===== src/hdl/sitl_pkg.sv =====
// ----------------------------------------------------------------------------
// sitl_pkg
// Shared types and constants for the strip index to triangle list converter.
// ----------------------------------------------------------------------------
package sitl_pkg;

   // Default width of the per-buffer index counter
   localparam int COUNT_BITS_DEF = 28;

   // Configuration port
   localparam int CSR_DATA_W  = 28;
   localparam int CSR_INDEX_W = 2;

   localparam logic [CSR_INDEX_W-1:0] CSR_WIDE_INDICES = 2'd0;
   localparam logic [CSR_INDEX_W-1:0] CSR_STRIP_MODE   = 2'd1;
   localparam logic [CSR_INDEX_W-1:0] CSR_INDEX_LIMIT  = 2'd2;

   localparam int                  LIMIT_W     = 28;
   localparam logic [LIMIT_W-1:0]  LIMIT_RESET = 28'd1048576;

   // Buffer status codes
   localparam logic [1:0] STATUS_OK       = 2'd0;
   localparam logic [1:0] STATUS_PARTIAL  = 2'd1;
   localparam logic [1:0] STATUS_TOO_MANY = 2'd2;
   localparam logic [1:0] STATUS_LIST_REM = 2'd3;

   localparam logic [31:0] RESTART_WIDE   = 32'hFFFF_FFFF;
   localparam logic [31:0] RESTART_NARROW = 32'h0000_FFFF;

   // Index assembler result for the byte being transferred
   typedef struct packed {
      logic        done;     // an index completes with this byte
      logic [31:0] value;    // completed index, masked to the current width
      logic        partial;  // bytes of an unfinished index remain
   } idx_type;

endpackage


===== src/hdl/sitl_if.sv =====
// ----------------------------------------------------------------------------
// sitl_req_if / sitl_rsp_if
// Valid/ready channels for index bytes in and triangle/status results out.
// ----------------------------------------------------------------------------
interface sitl_req_if;
   logic       valid;
   logic       ready;
   logic [7:0] data_byte;
   logic       last_byte;

   modport source (output valid, output data_byte, output last_byte, input ready);
   modport sink   (input valid, input data_byte, input last_byte, output ready);
endinterface

interface sitl_rsp_if;
   logic        valid;
   logic        ready;
   logic        tri_valid;
   logic [31:0] vert_first;
   logic [31:0] vert_second;
   logic [31:0] vert_third;
   logic        buffer_done;
   logic [1:0]  status;

   modport source (output valid, output tri_valid, output vert_first,
                   output vert_second, output vert_third, output buffer_done,
                   output status, input ready);
   modport sink   (input valid, input tri_valid, input vert_first,
                   input vert_second, input vert_third, input buffer_done,
                   input status, output ready);
endinterface


===== src/hdl/sitl_index_asm.sv =====
// ----------------------------------------------------------------------------
// sitl_index_asm
// Builds big-endian 16- or 32-bit indices from a byte stream.
// ----------------------------------------------------------------------------
module sitl_index_asm
   import sitl_pkg::*;
(
   input  logic       clock,
   input  logic       reset,
   input  logic       step,       // a byte is transferred this cycle
   input  logic       last,       // that byte ends the buffer
   input  logic       wide,
   input  logic [7:0] data_byte,
   output idx_type    idx
);

   logic [31:0] accum_ff, accum_in;
   logic [1:0]  pos_ff, pos_in;
   logic [31:0] accum_next;
   logic [1:0]  pos_next;
   logic        complete;

   always_comb begin
      accum_next = {accum_ff[23:0], data_byte};
      pos_next   = pos_ff + 2'd1;
      // narrow indices finish at two bytes (or more if width changed mid-index)
      complete   = (pos_next == 2'd0) || (!wide && pos_next[1]);

      idx.done    = complete;
      idx.value   = wide ? accum_next : {16'h0000, accum_next[15:0]};
      idx.partial = !complete;

      accum_in = accum_ff;
      pos_in   = pos_ff;
      if (step) begin
         if (complete || last) begin
            accum_in = '0;
            pos_in   = '0;
         end else begin
            accum_in = accum_next;
            pos_in   = pos_next;
         end
      end
   end

   always_ff @(posedge clock) begin
      if (reset) begin
         accum_ff <= '0;
         pos_ff   <= '0;
      end else begin
         accum_ff <= accum_in;
         pos_ff   <= pos_in;
      end
   end

endmodule


===== src/hdl/strip_index_to_triangle_list.sv =====
// ----------------------------------------------------------------------------
// strip_index_to_triangle_list
// Turns a byte stream of list or strip indices into triangles plus a status.
// Latency: a byte transfer's result is captured in the output register.
// Throughput: one byte per cycle; the input stalls only while a result waits.
// Reset: synchronous; restores config defaults, clears buffer state and valid.
// ----------------------------------------------------------------------------
module strip_index_to_triangle_list
   import sitl_pkg::*;
#(
   parameter int COUNT_BITS = COUNT_BITS_DEF
)(
   input  logic                   clock,
   input  logic                   reset,
   sitl_req_if.sink               req_chan,
   sitl_rsp_if.source             rsp_chan,
   input  logic                   csr_we,
   input  logic [CSR_INDEX_W-1:0] csr_index,
   input  logic [CSR_DATA_W-1:0]  csr_wdata
);

   localparam int CMP_W = (COUNT_BITS + 1 > LIMIT_W) ? COUNT_BITS + 1 : LIMIT_W;

   // configuration
   logic               wide_ff;
   logic               strip_ff;
   logic [LIMIT_W-1:0] limit_ff;

   always_ff @(posedge clock) begin
      if (reset) begin
         wide_ff  <= 1'b0;
         strip_ff <= 1'b0;
         limit_ff <= LIMIT_RESET;
      end else if (csr_we) begin
         case (csr_index)
            CSR_WIDE_INDICES: wide_ff  <= csr_wdata[0];
            CSR_STRIP_MODE:   strip_ff <= csr_wdata[0];
            CSR_INDEX_LIMIT:  limit_ff <= csr_wdata[LIMIT_W-1:0];
            default: ;
         endcase
      end
   end

   // handshake
   logic rsp_valid_ff, rsp_valid_in;
   logic load;
   logic fire;

   assign load           = !rsp_valid_ff || rsp_chan.ready;
   assign req_chan.ready = load;
   assign fire           = req_chan.valid && load;

   idx_type idx;

   sitl_index_asm u_asm (
      .clock     (clock),
      .reset     (reset),
      .step      (fire),
      .last      (req_chan.last_byte),
      .wide      (wide_ff),
      .data_byte (req_chan.data_byte),
      .idx       (idx)
   );

   // buffer state
   logic [31:0]           older_ff, older_in;
   logic [31:0]           newer_ff, newer_in;
   logic [1:0]            fill_ff, fill_in;
   logic                  odd_ff, odd_in;
   logic [1:0]            slot_ff, slot_in;
   logic [COUNT_BITS-1:0] count_ff, count_in;
   logic                  hit_ff, hit_in;

   logic                  emit;
   logic [31:0]           t0, t1, t2;
   logic [1:0]            status;
   logic [31:0]           v, restart;
   logic [CMP_W-1:0]      cnt_ext, lim_ext;

   always_comb begin
      older_in = older_ff;
      newer_in = newer_ff;
      fill_in  = fill_ff;
      odd_in   = odd_ff;
      slot_in  = slot_ff;
      count_in = count_ff;
      hit_in   = hit_ff;
      emit     = 1'b0;
      t0       = '0;
      t1       = '0;
      t2       = '0;
      status   = STATUS_OK;

      v       = idx.value;
      restart = wide_ff ? RESTART_WIDE : RESTART_NARROW;
      cnt_ext = CMP_W'(count_ff) + CMP_W'(1);
      lim_ext = CMP_W'(limit_ff);

      if (fire && idx.done && !hit_ff) begin
         if (cnt_ext > lim_ext) begin
            hit_in = 1'b1;
         end else begin
            count_in = count_ff + COUNT_BITS'(1);
            if (!strip_ff) begin
               case (slot_ff)
                  2'd0: begin
                     older_in = v;
                     slot_in  = 2'd1;
                  end
                  2'd1: begin
                     newer_in = v;
                     slot_in  = 2'd2;
                  end
                  default: begin
                     emit    = 1'b1;
                     t0      = older_ff;
                     t1      = newer_ff;
                     t2      = v;
                     slot_in = 2'd0;
                  end
               endcase
            end else if (v == restart) begin
               fill_in = 2'd0;
               odd_in  = 1'b0;
            end else begin
               // degenerate triangles are skipped, winding still advances
               if (fill_ff[1] && older_ff != newer_ff && newer_ff != v &&
                   older_ff != v) begin
                  emit = 1'b1;
                  t0   = older_ff;
                  t1   = odd_ff ? v : newer_ff;
                  t2   = odd_ff ? newer_ff : v;
               end
               older_in = newer_ff;
               newer_in = v;
               fill_in  = fill_ff[1] ? 2'd2 : fill_ff + 2'd1;
               odd_in   = !odd_ff;
            end
         end
      end

      if (fire && req_chan.last_byte) begin
         if (idx.partial)
            status = STATUS_PARTIAL;
         else if (hit_in)
            status = STATUS_TOO_MANY;
         else if (slot_in != 2'd0)
            status = STATUS_LIST_REM;
         older_in = '0;
         newer_in = '0;
         fill_in  = '0;
         odd_in   = 1'b0;
         slot_in  = '0;
         count_in = '0;
         hit_in   = 1'b0;
      end

      rsp_valid_in = rsp_valid_ff;
      if (load)
         rsp_valid_in = fire && (emit || req_chan.last_byte);
   end

   always_ff @(posedge clock) begin
      if (reset) begin
         older_ff     <= '0;
         newer_ff     <= '0;
         fill_ff      <= '0;
         odd_ff       <= 1'b0;
         slot_ff      <= '0;
         count_ff     <= '0;
         hit_ff       <= 1'b0;
         rsp_valid_ff <= 1'b0;
      end else begin
         older_ff     <= older_in;
         newer_ff     <= newer_in;
         fill_ff      <= fill_in;
         odd_ff       <= odd_in;
         slot_ff      <= slot_in;
         count_ff     <= count_in;
         hit_ff       <= hit_in;
         rsp_valid_ff <= rsp_valid_in;
      end
   end

   // result register
   logic        tri_ff;
   logic [31:0] first_ff, second_ff, third_ff;
   logic        done_ff;
   logic [1:0]  status_ff;

   always_ff @(posedge clock) begin
      if (load) begin
         tri_ff    <= emit;
         first_ff  <= t0;
         second_ff <= t1;
         third_ff  <= t2;
         done_ff   <= req_chan.last_byte;
         status_ff <= status;
      end
   end

   assign rsp_chan.valid       = rsp_valid_ff;
   assign rsp_chan.tri_valid   = tri_ff;
   assign rsp_chan.vert_first  = first_ff;
   assign rsp_chan.vert_second = second_ff;
   assign rsp_chan.vert_third  = third_ff;
   assign rsp_chan.buffer_done = done_ff;
   assign rsp_chan.status      = status_ff;

endmodule

===== src/flat_wrapper.sv =====
// flat-port wrapper written by rule: the top's interface ports become plain ports
module strip_index_to_triangle_list_flat import sitl_pkg::*;
#(
   parameter int COUNT_BITS = COUNT_BITS_DEF
)
  (clock, reset, csr_we, csr_index, csr_wdata, req_chan_valid, req_chan_data_byte, req_chan_last_byte, req_chan_ready, rsp_chan_valid, rsp_chan_tri_valid, rsp_chan_vert_first, rsp_chan_vert_second, rsp_chan_vert_third, rsp_chan_buffer_done, rsp_chan_status, rsp_chan_ready);
  sitl_req_if req_chan_i ();
  sitl_rsp_if rsp_chan_i ();
  input  logic clock;
  input  logic reset;
  input  logic csr_we;
  input  logic [CSR_INDEX_W-1:0] csr_index;
  input  logic [CSR_DATA_W-1:0] csr_wdata;
  input wire logic [$bits(req_chan_i.valid)-1:0] req_chan_valid;
  input wire logic [$bits(req_chan_i.data_byte)-1:0] req_chan_data_byte;
  input wire logic [$bits(req_chan_i.last_byte)-1:0] req_chan_last_byte;
  output wire logic [$bits(req_chan_i.ready)-1:0] req_chan_ready;
  output wire logic [$bits(rsp_chan_i.valid)-1:0] rsp_chan_valid;
  output wire logic [$bits(rsp_chan_i.tri_valid)-1:0] rsp_chan_tri_valid;
  output wire logic [$bits(rsp_chan_i.vert_first)-1:0] rsp_chan_vert_first;
  output wire logic [$bits(rsp_chan_i.vert_second)-1:0] rsp_chan_vert_second;
  output wire logic [$bits(rsp_chan_i.vert_third)-1:0] rsp_chan_vert_third;
  output wire logic [$bits(rsp_chan_i.buffer_done)-1:0] rsp_chan_buffer_done;
  output wire logic [$bits(rsp_chan_i.status)-1:0] rsp_chan_status;
  input wire logic [$bits(rsp_chan_i.ready)-1:0] rsp_chan_ready;
  assign req_chan_i.valid = req_chan_valid;
  assign req_chan_i.data_byte = req_chan_data_byte;
  assign req_chan_i.last_byte = req_chan_last_byte;
  assign req_chan_ready = req_chan_i.ready;
  assign rsp_chan_valid = rsp_chan_i.valid;
  assign rsp_chan_tri_valid = rsp_chan_i.tri_valid;
  assign rsp_chan_vert_first = rsp_chan_i.vert_first;
  assign rsp_chan_vert_second = rsp_chan_i.vert_second;
  assign rsp_chan_vert_third = rsp_chan_i.vert_third;
  assign rsp_chan_buffer_done = rsp_chan_i.buffer_done;
  assign rsp_chan_status = rsp_chan_i.status;
  assign rsp_chan_i.ready = rsp_chan_ready;
  strip_index_to_triangle_list #(.COUNT_BITS(COUNT_BITS)) u_core (.clock(clock), .reset(reset), .req_chan(req_chan_i), .rsp_chan(rsp_chan_i), .csr_we(csr_we), .csr_index(csr_index), .csr_wdata(csr_wdata));
endmodule

===== config.mk =====
export PLATFORM = sky130hd
export DESIGN_NAME = strip_index_to_triangle_list_flat
export DESIGN_NICKNAME = d
export VERILOG_FILES = /design/src/hdl/sitl_pkg.sv /design/src/hdl/sitl_if.sv /design/src/hdl/sitl_index_asm.sv /design/src/hdl/strip_index_to_triangle_list.sv /design/src/flat_wrapper.sv
export SDC_FILE = /design/constraint.sdc
export NUM_CORES = 1
export LEC_CHECK = 0
export BUFFER_PORTS_ARGS = -buffer_cell sky130_fd_sc_hd__buf_2
export CORE_ASPECT_RATIO = 1.2
export CORE_UTILIZATION = 40
export CTS_BUF_LIST = sky130_fd_sc_hd__clkbuf_4
export DETAILED_ROUTE_END_ITERATION = 8
export PLACE_DENSITY = 0.66
export SKIP_CTS_REPAIR_TIMING = 1
export SYNTH_ARGS = -nofsm -noshare
export SYNTH_HDL_FRONTEND = slang
export SYNTH_SLANG_ARGS = --single-unit

===== constraint.sdc =====
create_clock -name clock -period 6 [get_ports clock]
set_input_delay 0.6 -clock clock [delete_from_list [all_inputs] [get_ports clock]]
set_output_delay 0.6 -clock clock [all_outputs]
set_load 0.01 [all_outputs]

Yosys cells after proc, flatten, opt, wreduce, memory -nomap -nowiden

Cells that the tools add are included.

Add/sub/neg operators: 4
$lt $le $gt $ge: 1
Equal/unequal tests: 8
Multiplexer cells: 42
Bitwise logic cells: 2
Reductions and logical operators: 34

Operators with widths:

| kind                  | number |
|---|---|
| $mux 32               | 22 |
| $ne 32x32->1          | 3 |
| $eq 32x32->1          | 1 |
| $add 28x1->29 const B | 1 |
| $gt 29x28->1          | 1 |
| $add 28x1->28 const B | 1 |
| $mux 24               | 1 |
| $mux 2                | 8 |
| $mux 1                | 10 |
| $reduce_and 2->1      | 5 |
| $logic_and 1x1->1     | 9 |
| $reduce_and 4->1      | 2 |
| $logic_not 2->1       | 3 |
| $reduce_bool 2->1     | 3 |
| $reduce_or 2->1       | 3 |
| $add 2x1->2 const B   | 2 |
| $eq 2x1->1 const B    | 2 |
| $logic_not 1->1       | 4 |
| $logic_or 1x1->1      | 4 |
| $pmux 2 s2            | 1 |
| $reduce_and 3->1      | 1 |
| $eq 2x2->1 const B    | 1 |
| $ne 2x2->1 const B    | 1 |
| $not 1->1             | 2 |

Flip-flop bits (word level): 255
Bits of input ports: 44
Output and inout bits: 102
Word-level logic and storage cells: 111

Longest topological paths before layout

Word-level depth: 11
Mapped depth: 18
Depth with buffers taken out: 16

Modules after synthesis

A second synthesis with hierarchy kept.

Cell total of the unflattened synthesis: 1,394
Area, all modules: 13,501.7 µm²

Modules (own cells, without submodules):

| module                       | times used | cells each | area an instance (µm²) | sequential area each (µm²) |
|---|---|---|---|---|
| strip_index_to_triangle_list | 1          | 1,288      | 12,381.9               | 5,585.4 |
| sitl_index_asm               | 1          | 106        | 1,119.8                | 520.5 |

Least setup slack after synthesis

No wires, ideal clock.

Path type: input-to-reg
Start: in rsp_chan_ready
End: reg u_core.third_ff[13], in the netlist u_core.rsp_chan.vert_third[13] (data pin)
Setup time: 132 ps
Arrival time: 4,825 ps
Required time: 5,868 ps
Setup slack: 1,043 ps
Stages on the path: 10
Cells stage by stage: nor2b_1 -> inv_1 -> nand2_1 -> nor3b_2 -> inv_2 -> nor3_4 -> and3_1 -> buf_2 -> buf_2 -> a22o_1

Cells in the longest elaborated chain, start to end: 6

Ends and longest elaborated chain:

| element                          | RTL line                            | RTL |
|---|---|---|
| from (decl)                      | flat_wrapper.sv:25                  | `input wire logic [$bits(rsp_chan_i.ready)-1:0] rsp_chan_ready;` |
| $logic_or 1x1->1                 | strip_index_to_triangle_list.sv:49  | `assign load = !rsp_valid_ff \|\| rsp_chan.ready;` |
| net req_chan_ready               | flat_wrapper.sv:17                  | `output wire logic [$bits(req_chan_i.ready)-1:0] req_chan_ready;` |
| $logic_and 1x1->1                | strip_index_to_triangle_list.sv:51  | `assign fire = req_chan.valid && load;` |
| $logic_and 1x1->1 (2 in a row)   | strip_index_to_triangle_list.sv:99  | `if (fire && idx.done && !hit_ff) begin` |
| $not 1->1 (no source line)       | n/a                                 |  |
| $reduce_or 2->1 (no source line) | n/a                                 |  |
| to (signal assigned)             | strip_index_to_triangle_list.sv:196 | `third_ff <= t2;` |
| to (decl)                        | strip_index_to_triangle_list.sv:187 | `logic [31:0] first_ff, second_ff, third_ff;` |

The timed path passes the listed nets, and every way through them passes these cells.
A chain may end at the register's enable or synchronous reset.

Worst setup path in the final report

Start: reg u_core.count_ff[0]
End: reg u_core.first_ff[31], in the netlist u_core.rsp_chan.vert_first[31] (data pin)

Cells in the longest elaborated chain, start to end: 3

Ends and longest elaborated chain:

| element                          | RTL line                            | RTL |
|---|---|---|
| from (decl)                      | strip_index_to_triangle_list.sv:71  | `logic [COUNT_BITS-1:0] count_ff, count_in;` |
| from (signal assigned)           | strip_index_to_triangle_list.sv:179 | `count_ff <= count_in;` |
| $add 28x1->29                    | strip_index_to_triangle_list.sv:96  | `cnt_ext = CMP_W'(count_ff) + CMP_W'(1);` |
| net u_core.cnt_ext[18]           | strip_index_to_triangle_list.sv:78  | `logic [CMP_W-1:0] cnt_ext, lim_ext;` |
| $gt 29x28->1                     | strip_index_to_triangle_list.sv:100 | `if (cnt_ext > lim_ext) begin` |
| $reduce_or 2->1 (no source line) | n/a                                 |  |
| to (signal assigned)             | strip_index_to_triangle_list.sv:194 | `first_ff <= t0;` |
| to (decl)                        | strip_index_to_triangle_list.sv:187 |  |

The timed path passes the listed nets, and every way through them passes these cells.

==> report_table.html <==
<table>
<tr><th>Metric</th><th>Value</th></tr>
<tr><th colspan="2">STA</th></tr>
<tr><td>Min setup slack post-route</td><td>0.713 ns</td></tr>
<tr><td>Crit share post-route</td><td>88.1%</td></tr>
<tr><td>Unrepaired setup endpoints after global routing</td><td>no</td></tr>
<tr><td>Endpoints failing hold</td><td>0</td></tr>
<tr><td>Tightest hold margin</td><td>0.103 ns</td></tr>
<tr><td>Setup TNS</td><td>0 ns</td></tr>
<tr><td>Final slew viol count</td><td>0</td></tr>
<tr><td>Clock period minus worst slack</td><td>5.29 ns</td></tr>
<tr><td>Final setup violation count</td><td>0</td></tr>
<tr><td>Worst relative slew slack</td><td>about a third</td></tr>
<tr><td>Worst slew pin tran</td><td>0.970 ns</td></tr>
<tr><td>Layout Skew</td><td>0.0565 ns</td></tr>
<tr><td>Max Fclk</td><td>0.189 GHz</td></tr>
<tr><th colspan="2">Global routing</th></tr>
<tr><td>Leftover overflow at the end of global routing</td><td>0</td></tr>
<tr><td>Initial antenna violation count</td><td>2</td></tr>
<tr><td>First-pass GRT wire length</td><td>between 50000 and 60000 um</td></tr>
<tr><td>Global-route usage over all layers</td><td>20.8%</td></tr>
<tr><td>Pin count of the biggest net entering global routing</td><td>78</td></tr>
<tr><td>Vias in the first global route</td><td>10.1k</td></tr>
<tr><th colspan="2">Floorplanning</th></tr>
<tr><td>Row cnt</td><td>72</td></tr>
<tr><td>Die boundary height</td><td>around 200 um</td></tr>
<tr><td>Total core area</td><td>0.0322 mm^2</td></tr>
<tr><td>Overall die width</td><td>167 um</td></tr>
<tr><td>Effective utilization at floorplan</td><td>40.6%</td></tr>
<tr><td>Count of boundary I/O pins</td><td>~150</td></tr>
<tr><td>Die outline area</td><td>0.0334 mm^2</td></tr>
<tr><th colspan="2">Critical path</th></tr>
<tr><td>Critical R2R Capture</td><td>u_core.rsp_chan.vert_first[31]</td></tr>
<tr><td>Length in cells of the worst reg-to-reg path</td><td>15</td></tr>
<tr><td>Worst path bufs/invs</td><td>0</td></tr>
<tr><td>Critical path required time</td><td>6.53 ns</td></tr>
<tr><td>Startpoint types</td><td>flop</td></tr>
<tr><td>Reg-to-reg setup timing slack</td><td>0.71 ns</td></tr>
<tr><td>Critical Path, Cell by Cell</td><td>ha_1, nand3_1, nor4_1, nand3_1, or2_2, nor2_1, xor2_1, ha_1, nand4_1, a21oi_1, o31a_1, o21a_1, nor3_4, o21a_1, and2_1</td></tr>
<tr><td>Delay of the slowest cell on the worst path</td><td>0.82 ns</td></tr>
<tr><td>Type of the setup path with the least slack</td><td>flop to flop</td></tr>
<tr><td>Crit path max-delay family</td><td>simple AND/OR/NAND/NOR gates</td></tr>
<tr><td>Sort of element at the end of the critical path</td><td>flop</td></tr>
<tr><td>Library cell contributing the largest single delay on the critical path</td><td>o21a_1</td></tr>
<tr><td>WP data arrival</td><td>~5.8 ns</td></tr>
<tr><td>Launch point of the worst reg-to-reg path</td><td>u_core.count_ff[0]</td></tr>
<tr><td>Critical-path maximum fanout</td><td>33</td></tr>
<tr><th colspan="2">Finish</th></tr>
<tr><td>Final cell utilization of the core</td><td>46.0%</td></tr>
<tr><td>Share of post-route cells with drive strength above 1</td><td>around a fifth</td></tr>
<tr><td>Final nets</td><td>~1.6k</td></tr>
<tr><td>Final std cells w/o fill</td><td>1947</td></tr>
<tr><td>Post-synthesis to final-layout area growth</td><td>13.2%</td></tr>
<tr><td>Fill cells</td><td>3092</td></tr>
<tr><td>Leading cell types in the layout, fill and taps excluded</td><td>nor2_1, dfxtp_1, buf_2</td></tr>
<tr><th colspan="2">Routing</th></tr>
<tr><td>Number of remaining DRC errors</td><td>0</td></tr>
<tr><td>Overall via count from detail_route</td><td>10.7k</td></tr>
<tr><td>Average via count per standard cell</td><td>5.47</td></tr>
<tr><td>Starting DRT DRC Count</td><td>between 700 and 800</td></tr>
<tr><td>Sum of routed wire length over all layers</td><td>34900 um</td></tr>
<tr><td>Number of detailed-route iterations in the first pass</td><td>6</td></tr>
<tr><td>Detail Route Antenna Nets</td><td>0</td></tr>
<tr><td>Routed WL per cell</td><td>~18 um</td></tr>
<tr><th colspan="2">Synth</th></tr>
<tr><td>Number of storage elements in the synthesis netlist</td><td>approximately 260</td></tr>
<tr><td>Post-Syn Area</td><td>0.0131 mm^2</td></tr>
<tr><td>Cell types occupying the most area after synthesis</td><td>dfxtp_1, edfxtp_1, xor2_1</td></tr>
<tr><td>Fraction of registers with async set/reset</td><td>0%</td></tr>
<tr><td>Fraction of the yosys area taken by sequential cells</td><td>46.8%</td></tr>
<tr><td>Synth top area share</td><td>23.8%</td></tr>
<tr><td>Top flip-flop cell by instance count after synthesis</td><td>dfxtp_1</td></tr>
<tr><td>Number of distinct library cells after synthesis</td><td>62</td></tr>
<tr><td>Synthesized instance count</td><td>about 1.4k</td></tr>
<tr><td>Number of warning messages in the yosys log</td><td>0</td></tr>
<tr><td>Post-Synthesis Net Count</td><td>about 1.5k</td></tr>
<tr><td>EDFF count, synth</td><td>100</td></tr>
<tr><td>Syn_area_per_cell</td><td>approximately 9.4 um^2</td></tr>
<tr><td>Biggest area consumer among synthesized cells</td><td>dfxtp_1</td></tr>
<tr><th colspan="2">Place</th></tr>
<tr><td>Placed Cells incl. Taps</td><td>1820</td></tr>
<tr><td>GPL Wtd Cong</td><td>~0.90</td></tr>
<tr><td>Dpl hpwl</td><td>23500 um</td></tr>
<tr><td>I/O Buffers</td><td>145</td></tr>
<tr><td>Worst slack, placed</td><td>between 0.8 and 0.9 ns</td></tr>
<tr><th colspan="2">Hold path</th></tr>
<tr><td>Worst hold path type</td><td>input port to flop</td></tr>
<tr><td>Min-Delay Startpoint</td><td>csr_wdata[20]</td></tr>
<tr><td>WHS Path Cells</td><td>2</td></tr>
<tr><td>Worst-case hold path end point</td><td>u_core.limit_ff[20]</td></tr>
<tr><th colspan="2">Power and ir drop</th></tr>
<tr><td>Power density over cell area</td><td>254 mW/mm^2</td></tr>
<tr><td>Max rail drop VDD</td><td>about 0.13 mV</td></tr>
<tr><td>Leakage power</td><td>6.15 nW</td></tr>
<tr><th colspan="2">Clock network</th></tr>
<tr><td>Root buffer cell</td><td>clkbuf_4</td></tr>
<tr><td>Clock transition time at the flip-flop clock pins of the worst setup and hold paths</td><td>0.06 ns</td></tr>
<tr><td>Number of buffers between clock root and the deepest sink</td><td>3</td></tr>
<tr><td>TritonCTS clock tree</td><td>done</td></tr>
<tr><td>Cts bufs inserted</td><td>68</td></tr>
<tr><td>TritonCTS Sinks</td><td>255</td></tr>
<tr><td>Clock latency of the later-clocked register in the worst-skew pair</td><td>approximately 0.72 ns</td></tr>
<tr><td>H-tree lvl count</td><td>3</td></tr>
<tr><th colspan="2">Outcome</th></tr>
<tr><td>Result of the run</td><td>complete, no violations</td></tr>
<tr><th colspan="2">Run</th></tr>
<tr><td>Max-cap violations</td><td>0</td></tr>
</table>
-- state kept, by name, indices dropped and copies added, names as in the netlist, 2 cells and up --
register                     flops
u_core.count_ff                 28
u_core.fill_ff                   2
u_core.limit_ff                 28
u_core.newer_ff                 32
u_core.older_ff                 32
u_core.rsp_chan.status           2
u_core.rsp_chan.vert_first      32
u_core.rsp_chan.vert_second     32
u_core.rsp_chan.vert_third      32
u_core.slot_ff                   2
u_core.u_asm.accum_ff           24
u_core.u_asm.pos_ff              2
-- per-layer routing --
layer	vias to the layer above	wire, um	GRT usage, %
met3	68	2290	4.18
met1	4988	14700	25.7
li1	5173	-	-
met5	-	0	0
met2	429	16900	35.4
met4	0	995	9.09
-- cells in the mapped netlist, types with 27 or more instances --
library cell,number
dfxtp_1,155
nor2_1,153
nand2_1,116
edfxtp_1,100
clkbuf_1,98
a21oi_1,88
xor2_1,79
xnor2_1,46
nand4_1,44
inv_1,38
mux2i_1,37
and2_1,36
a22o_1,35
o21ai_0,34
a211oi_1,32
a22oi_1,30
ha_1,29
nand3_1,27
-- layout make-up --
| type | instances | area, um^2 | area share (%) |
|---|---|---|---|
| Sequential cell | 255 | 6110 | 41.3 |
| Timing Repair Buffer | 161 | 858 | 5.81 |
| Tap cell | 407 | 509 | 3.45 |
| Multi-Input combinational cell | 956 | 6180 | 41.8 |
| Inverter | 41 | 156 | 1.06 |
| Antenna cell | 2 | 5.00 | 0.0339 |
| Clock buffer | 107 | 803 | 5.44 |
| Clock inverter | 18 | 158 | 1.07 |
-- report_power, final --
| group | switching (mW) | internal (mW) |
|---|---|---|
| sequential | 0.0361 | 1.82 |
| clock | 0.727 | 0.943 |
| combinational | 0.145 | 0.0811 |
-- logic make-up (layout without fill, tap and decap cells) --
| group | count (synthesis) | after routing | synth area share, % |
|---|---|---|---|
| AND/OR/NAND/NOR | 479 | 479 | 18.2 |
| XOR/XNOR | 125 | 125 | 8.39 |
| other | 0 | 2 | 0 |
| adder cells (fa/ha/maj) | 30 | 30 | 2.86 |
| buffers and inverters | 179 | 327 | 5.95 |
| AO/OA/AOI/OAI | 284 | 284 | 15.0 |
| multiplexers | 38 | 38 | 2.92 |
| flip-flops | 255 | 255 | 46.8 |
-- per-stage QoR --
step	area [um^2]	power, mW
after detailed placement	13800	2.12
after global routing	14800	3.92
final	14800	3.76
after floorplan	13100	2.04
after CTS	14800	3.80
after global placement	13800	2.12
-- worst max path at each step --
| stage | end | from | cells after the start |
|---|---|---|---|
| after floorplan | u_core.rsp_chan.vert_third[13] | rsp_chan_ready | 10 |
| after global placement | u_core.rsp_chan.vert_first[24] | u_core.count_ff[0] | 15 |
| after detailed placement | u_core.rsp_chan.vert_first[24] | u_core.count_ff[0] | 15 |
| after CTS | u_core.rsp_chan.vert_first[24] | u_core.count_ff[0] | 15 |
| after global routing | u_core.rsp_chan.vert_first[24] | u_core.count_ff[0] | 15 |
| final | u_core.rsp_chan.vert_first[31] | u_core.count_ff[0] | 15 |
Note: power is estimated with default switching activity, not from simulation.
